`src/design/qins_pkg.sv`:
```
// Shared types, widths and codes for the positional-insert queue.
// Used by the controller, the datapath, the top level and the checker.
// No dependencies.
`default_nettype none

package qins_pkg;

   // Storage size and derived widths
   localparam int DEPTH  = 64;
   localparam int CNT_W  = $clog2(DEPTH + 1);
   localparam int IDX_W  = $clog2(DEPTH);
   localparam int DATA_W = 32;
   localparam int POS_W  = 7;
   localparam int OCC_W  = 7;
   localparam int KIND_W = 2;
   localparam int STAT_W = 2;
   localparam int CMP_W  = (CNT_W > POS_W) ? CNT_W : POS_W;

   // Stream payload widths, padded to whole bytes
   localparam int REQ_DATA_W = ((DATA_W + POS_W + 7) / 8) * 8;
   localparam int RSP_DATA_W = ((DATA_W + OCC_W + 7) / 8) * 8;

   // Request kinds
   localparam logic [KIND_W-1:0] KIND_PUSH   = 2'd0;
   localparam logic [KIND_W-1:0] KIND_POP    = 2'd1;
   localparam logic [KIND_W-1:0] KIND_INSERT = 2'd2;

   // Result status codes
   localparam logic [STAT_W-1:0] STAT_OK     = 2'd0;
   localparam logic [STAT_W-1:0] STAT_EMPTY  = 2'd1;
   localparam logic [STAT_W-1:0] STAT_BADPOS = 2'd2;
   localparam logic [STAT_W-1:0] STAT_FULL   = 2'd3;

   // Value returned by a pop that finds the queue empty (-64964)
   localparam logic [DATA_W-1:0] EMPTY_MARK = 32'hFFFF_023C;

   // Datapath operations
   localparam logic [1:0] OP_NONE   = 2'd0;
   localparam logic [1:0] OP_INSERT = 2'd1;
   localparam logic [1:0] OP_POP    = 2'd2;

   // Controller to datapath command
   typedef struct packed {
      logic              load;
      logic [1:0]        op;
      logic [IDX_W-1:0]  idx;
      logic [STAT_W-1:0] status;
   } cmd_type;

   // Datapath to controller status
   typedef struct packed {
      logic [CNT_W-1:0] count;
      logic             empty;
      logic             full;
   } stat_type;

endpackage

`default_nettype wire

```
`src/design/qins_ctrl.sv`:
```
// Controller for the positional-insert queue: request decode, result-slot
// state machine and stream handshakes. Depends on qins_pkg.
`default_nettype none

module qins_ctrl (
   input  wire logic                          clock,
   input  wire logic                          reset,
   input  wire logic                          req_tvalid,
   output logic                               req_tready,
   input  wire logic [qins_pkg::KIND_W-1:0]   req_kind,
   input  wire logic [qins_pkg::POS_W-1:0]    req_position,
   output logic                               rsp_tvalid,
   input  wire logic                          rsp_tready,
   input  wire qins_pkg::stat_type            dp_stat,
   output qins_pkg::cmd_type                  dp_cmd
);
   import qins_pkg::*;

   localparam logic S_IDLE = 1'b0;
   localparam logic S_HOLD = 1'b1;

   logic             state_ff;
   logic             state_in;
   logic             accept;
   logic [CMP_W-1:0] pos_ext;
   logic [CMP_W-1:0] cnt_ext;

   // Take a new request whenever the result slot is free or being drained
   assign req_tready = (state_ff == S_IDLE) || rsp_tready;
   assign rsp_tvalid = (state_ff == S_HOLD);
   assign accept     = req_tvalid && req_tready;

   assign pos_ext = CMP_W'(req_position);
   assign cnt_ext = CMP_W'(dp_stat.count);

   // Decode the request into a datapath command
   always_comb begin
      dp_cmd        = '0;
      dp_cmd.load   = accept;
      dp_cmd.op     = OP_NONE;
      dp_cmd.idx    = IDX_W'(dp_stat.count);
      dp_cmd.status = STAT_OK;
      unique case (req_kind)
         KIND_PUSH: begin
            if (dp_stat.full) begin
               dp_cmd.status = STAT_FULL;
            end else begin
               dp_cmd.op = OP_INSERT;
            end
         end
         KIND_POP: begin
            if (dp_stat.empty) begin
               dp_cmd.status = STAT_EMPTY;
            end else begin
               dp_cmd.op = OP_POP;
            end
         end
         KIND_INSERT: begin
            if (req_position == '0) begin
               dp_cmd.status = STAT_BADPOS;
            end else if (dp_stat.full) begin
               dp_cmd.status = STAT_FULL;
            end else begin
               dp_cmd.op = OP_INSERT;
               // beyond the tail the value is appended
               if (pos_ext <= cnt_ext) begin
                  dp_cmd.idx = IDX_W'(pos_ext - 1'b1);
               end
            end
         end
         default: begin
            dp_cmd.op = OP_NONE;
         end
      endcase
   end

   // Result slot: fill on transfer in, empty on transfer out
   always_comb begin
      state_in = state_ff;
      if (accept) begin
         state_in = S_HOLD;
      end else if (rsp_tready) begin
         state_in = S_IDLE;
      end
   end

   always_ff @(posedge clock) begin
      if (reset) begin
         state_ff <= S_IDLE;
      end else begin
         state_ff <= state_in;
      end
   end

endmodule

`default_nettype wire

```
`config.mk`:
```
export PLATFORM = sky130hd
export DESIGN_NAME = qins_ctrl
export DESIGN_NICKNAME = d
export VERILOG_FILES = /design/src/design/qins_pkg.sv /design/src/design/qins_ctrl.sv
export SDC_FILE = /design/constraint.sdc
export NUM_CORES = 1
export LEC_CHECK = 0
export ABC_AREA = 1
export BUFFER_PORTS_ARGS = -buffer_cell sky130_fd_sc_hd__buf_2
export CORE_AREA = 2 2 39 41
export DETAILED_ROUTE_END_ITERATION = 12
export DIE_AREA = 0 0 41 43
export PLACE_DENSITY = 0.79
export SLEW_MARGIN = 0
export SYNTH_ARGS = -nofsm -noshare
export SYNTH_HDL_FRONTEND = slang
export SYNTH_SLANG_ARGS = --single-unit
```
`constraint.sdc`:
```
create_clock -name clock -period 1.9 [get_ports clock]
set_clock_uncertainty 0.2 [all_clocks]
set_input_delay 0.38 -clock clock [delete_from_list [all_inputs] [get_ports clock]]
set_output_delay 0.38 -clock clock [all_outputs]
set_load 0.01 [all_outputs]
```
==> flow_metrics.tcl <==
set metrics [dict create \
    maxSlewViolCount 0 \
    synth_enable_flop_cells 0 \
    rsz0062_at_grt "true" \
    power.share.clock 0 \
    gp_congestion 0.8039 \
    slowest_stage "ha_4" \
    grt_antenna_before_repair 0 \
    yosysTopAreaCell "ha_1" \
    dr.pass1.iters 4 \
    totalWireLength_um 1691 \
    reg2reg_slack_ns 1.11 \
    synthArstFlopShare 0 \
    yosysMostFrequentCell "nand2_1" \
    cp-end-kind "primary output" \
    crit_family "simple AND/OR/NAND/NOR gates" \
    grt_first_pass_wirelength_um 2704 \
    fp.dieW_um 41 \
    n_antenna_cell 0 \
    grt_max_degree 8 \
    clk_latency_ns 0 \
    max_slew.worst_pin.slew_ns 0.2089 \
    swShare 0.4545 \
    irDropWorstVdd_mv 0.1779 \
    fill_cells 113 \
    synthTopCellsByArea "ha_1, nand2_1, inv_1" \
    rr_endpoint "rsp_tvalid$_SDFFE_PP0P_" \
    timing.final.crit_share 1.113 \
    drc 0 \
    maxSlewHeadroom 0.8604 \
    path_cells "buf_6 -> inv_2 -> ha_4 -> nand2_4 -> nor2_4 -> nand4_1 -> nand2_4 -> nand2_4 -> nand2_1 -> nand2_1 -> buf_2" \
    seq_area_frac_synth 0.03865 \
    arrival_ns 1.53 \
    syn_nets 122 \
    clkSlewWorstSetupHoldPaths_ns 0 \
    violations "negative setup slack" \
    reg2reg_from "rsp_tvalid$_SDFFE_PP0P_" \
    finalWorstSetupSlack_ns -0.2145 \
    num_io_pins 35 \
    synth-seq-cells 1 \
    startpoint_type "input pin" \
    worst-path-stages 11 \
    synth_top_area_frac 0.2174 \
    die_area_sq_um 1763 \
    p_sw_w 0.0001118 \
    synthCells 91 \
    drive_above_1_share 0.5507 \
    crit_required_ns 1.32 \
    fp-row-count 14 \
    path_buf_inv 3 \
    synth_cell_type_count 17 \
    fp.coreArea_sq_um 1384 \
    avgViaCountPerCell 4.786 \
    period_needed_ns 2.115 \
    syn_avg_cell_area_sq_um 5.692 \
    maxCapViolations 0 \
    power_frac_comb 0.903 \
    hold_buffers 0 \
    p_leak_nw 0.5526 \
    grt_pass1_vias 729 \
    hold_path_class "flop to flop" \
    worstSetupPathType "input pin to primary output" \
    synth_common_cells "nand2_1, inv_1, nand3_1" \
    grt.overflow.total 0 \
    syn_area_sq_um 518.0 \
    path_common_cell "nand2_4" \
    pwr_density_cell_nw_per_um2 248.6 \
    path_max_fanout 7 \
    p_total_w 0.0002460 \
    fin_area_sq_um 989.7 \
    status "complete, but fails checks" \
    syn_to_final_growth_pct 91.06 \
    worstRegToRegCells 2 \
    drt_iter0_drc 2 \
    start_util 0.3743 \
    grt_use_total 0.2142 \
    hpwl_um 1239 \
    dieHeight_um 43 \
    post_cts_buffers 0 \
    crit_path_end "dp_cmd[6]" \
    cp-startpoint "dp_stat[7]" \
    tns_ns -1.339 \
    slowest_delay_ns 0.26 \
    fmax_mhz 472.9 \
    yosysWarnings 0 \
    wl_per_cell_um 10.98 \
    power_frac_seq 0.097 \
    p_int_w 0.0001342 \
    hold_violations 0 \
    drtAntennaViolNets 0 \
    synthFlopType "dfxtp_1" \
    io_buffer_count 34 \
    largest_reg_flops 1 \
    nets 171 \
    place_area_sq_um 805.8 \
    dr_total_vias 737 \
    finalSetupViolCount 9 \
]
==> cells by family (layout without fill, tap and decap cells) <==
group | count (synthesis) | in the layout | synth area share
DFF | 1 | 1 | 0.03865
and+or+nand+nor | 52 | 52 | 0.4759
xor gates and xnor gates | 4 | 4 | 0.06765
adders and majority gates | 9 | 9 | 0.2174
buffers and inverters | 20 | 67 | 0.1522
AOI/OAI and AO/OA | 5 | 5 | 0.04830
==> layout make-up <==
cell class	count	area [sq um]	area share
Multi-Input combinational cell	70	539.3	0.5449
Timing Repair Buffer	48	336.6	0.3401
Inverter	19	73.82	0.07459
Sequential cell	1	20.02	0.02023
Tap cell	16	20.02	0.02023
==> worst register-to-register path: cells and delay by family (launching register included) <==
kind	cells	cell delay [ns]
AO/OA/AOI/OAI	1	0.11
flip-flops	1	0.33
AND/OR/NAND/NOR	1	0.08
==> worst min path at each step <==
stage,start,endpoint,slack [ns],cells after the start
final,rsp_tvalid$_SDFFE_PP0P_,rsp_tvalid$_SDFFE_PP0P_,0.30,2
after floorplan,reset,rsp_tvalid$_SDFFE_PP0P_,0.25,1
after detailed placement,rsp_tvalid$_SDFFE_PP0P_,rsp_tvalid$_SDFFE_PP0P_,0.30,2
after global routing,rsp_tvalid$_SDFFE_PP0P_,rsp_tvalid$_SDFFE_PP0P_,0.33,2
after global placement,rsp_tvalid$_SDFFE_PP0P_,rsp_tvalid$_SDFFE_PP0P_,0.27,2
after CTS,rsp_tvalid$_SDFFE_PP0P_,rsp_tvalid$_SDFFE_PP0P_,0.30,2
==> through the flow <==
step	instances	setup WS, ns	hold WS (ns)	utilization
floorplan	91	0.01768	0.2491	-
global placement	154	-0.2883	0.2713	0.5823
detailed placement	154	-0.2898	0.2995	0.5823
CTS	154	-0.1915	0.3005	0.6998
global route	154	-0.2840	0.3265	0.7152
finish	154	-0.2145	0.2978	0.7152
==> routing by layer <==
layer | vias up | GRT usage | wire length (um)
met5 | - | 0 | 0
met4 | 0 | 0.08000 | 57
met3 | 6 | 0.01047 | 72
met2 | 27 | 0.4250 | 931
met1 | 329 | 0.2038 | 628
li1 | 375 | - | -
==> power by group through the flow <==
stage	Clock [W]	Sequential [W]	Combinational [W]
2_1_floorplan	0	0.0000244	0.0000860
3_3_place_gp	0	0.0000236	0.000163
3_5_place_dp	0	0.0000238	0.000166
4_1_cts	0	0.0000239	0.000209
5_1_grt	0	0.0000241	0.000246
6_report	0	0.0000238	0.000222
==> cell usage in the layout, fill, tap and decap left out, types with 2 or more instances in the layout <==
| master | n |
|---|---|
| buf_2 | 26 |
| nand2_1 | 24 |
| buf_4 | 13 |
| inv_1 | 12 |
| nand3_1 | 10 |
| buf_6 | 7 |
| inv_2 | 6 |
| ha_4 | 6 |
| nand2_2 | 5 |
| nor2_1 | 4 |
| a21oi_1 | 3 |
| nor2_4 | 3 |
| nand2_4 | 3 |
| xor2_1 | 3 |
| a21oi_2 | 2 |
| ha_1 | 2 |
| buf_8 | 2 |
==> repair_timing <==
| action | in CTS | in global routing |
|---|---|---|
| pin swaps | 17 | 12 |
| endpoints found under the hold margin | 0 | 0 |
| setup endpoints to repair | 9 | 9 |
| gates resized for setup | 33 | 6 |
Note: power is estimated with default switching activity, not from simulation.
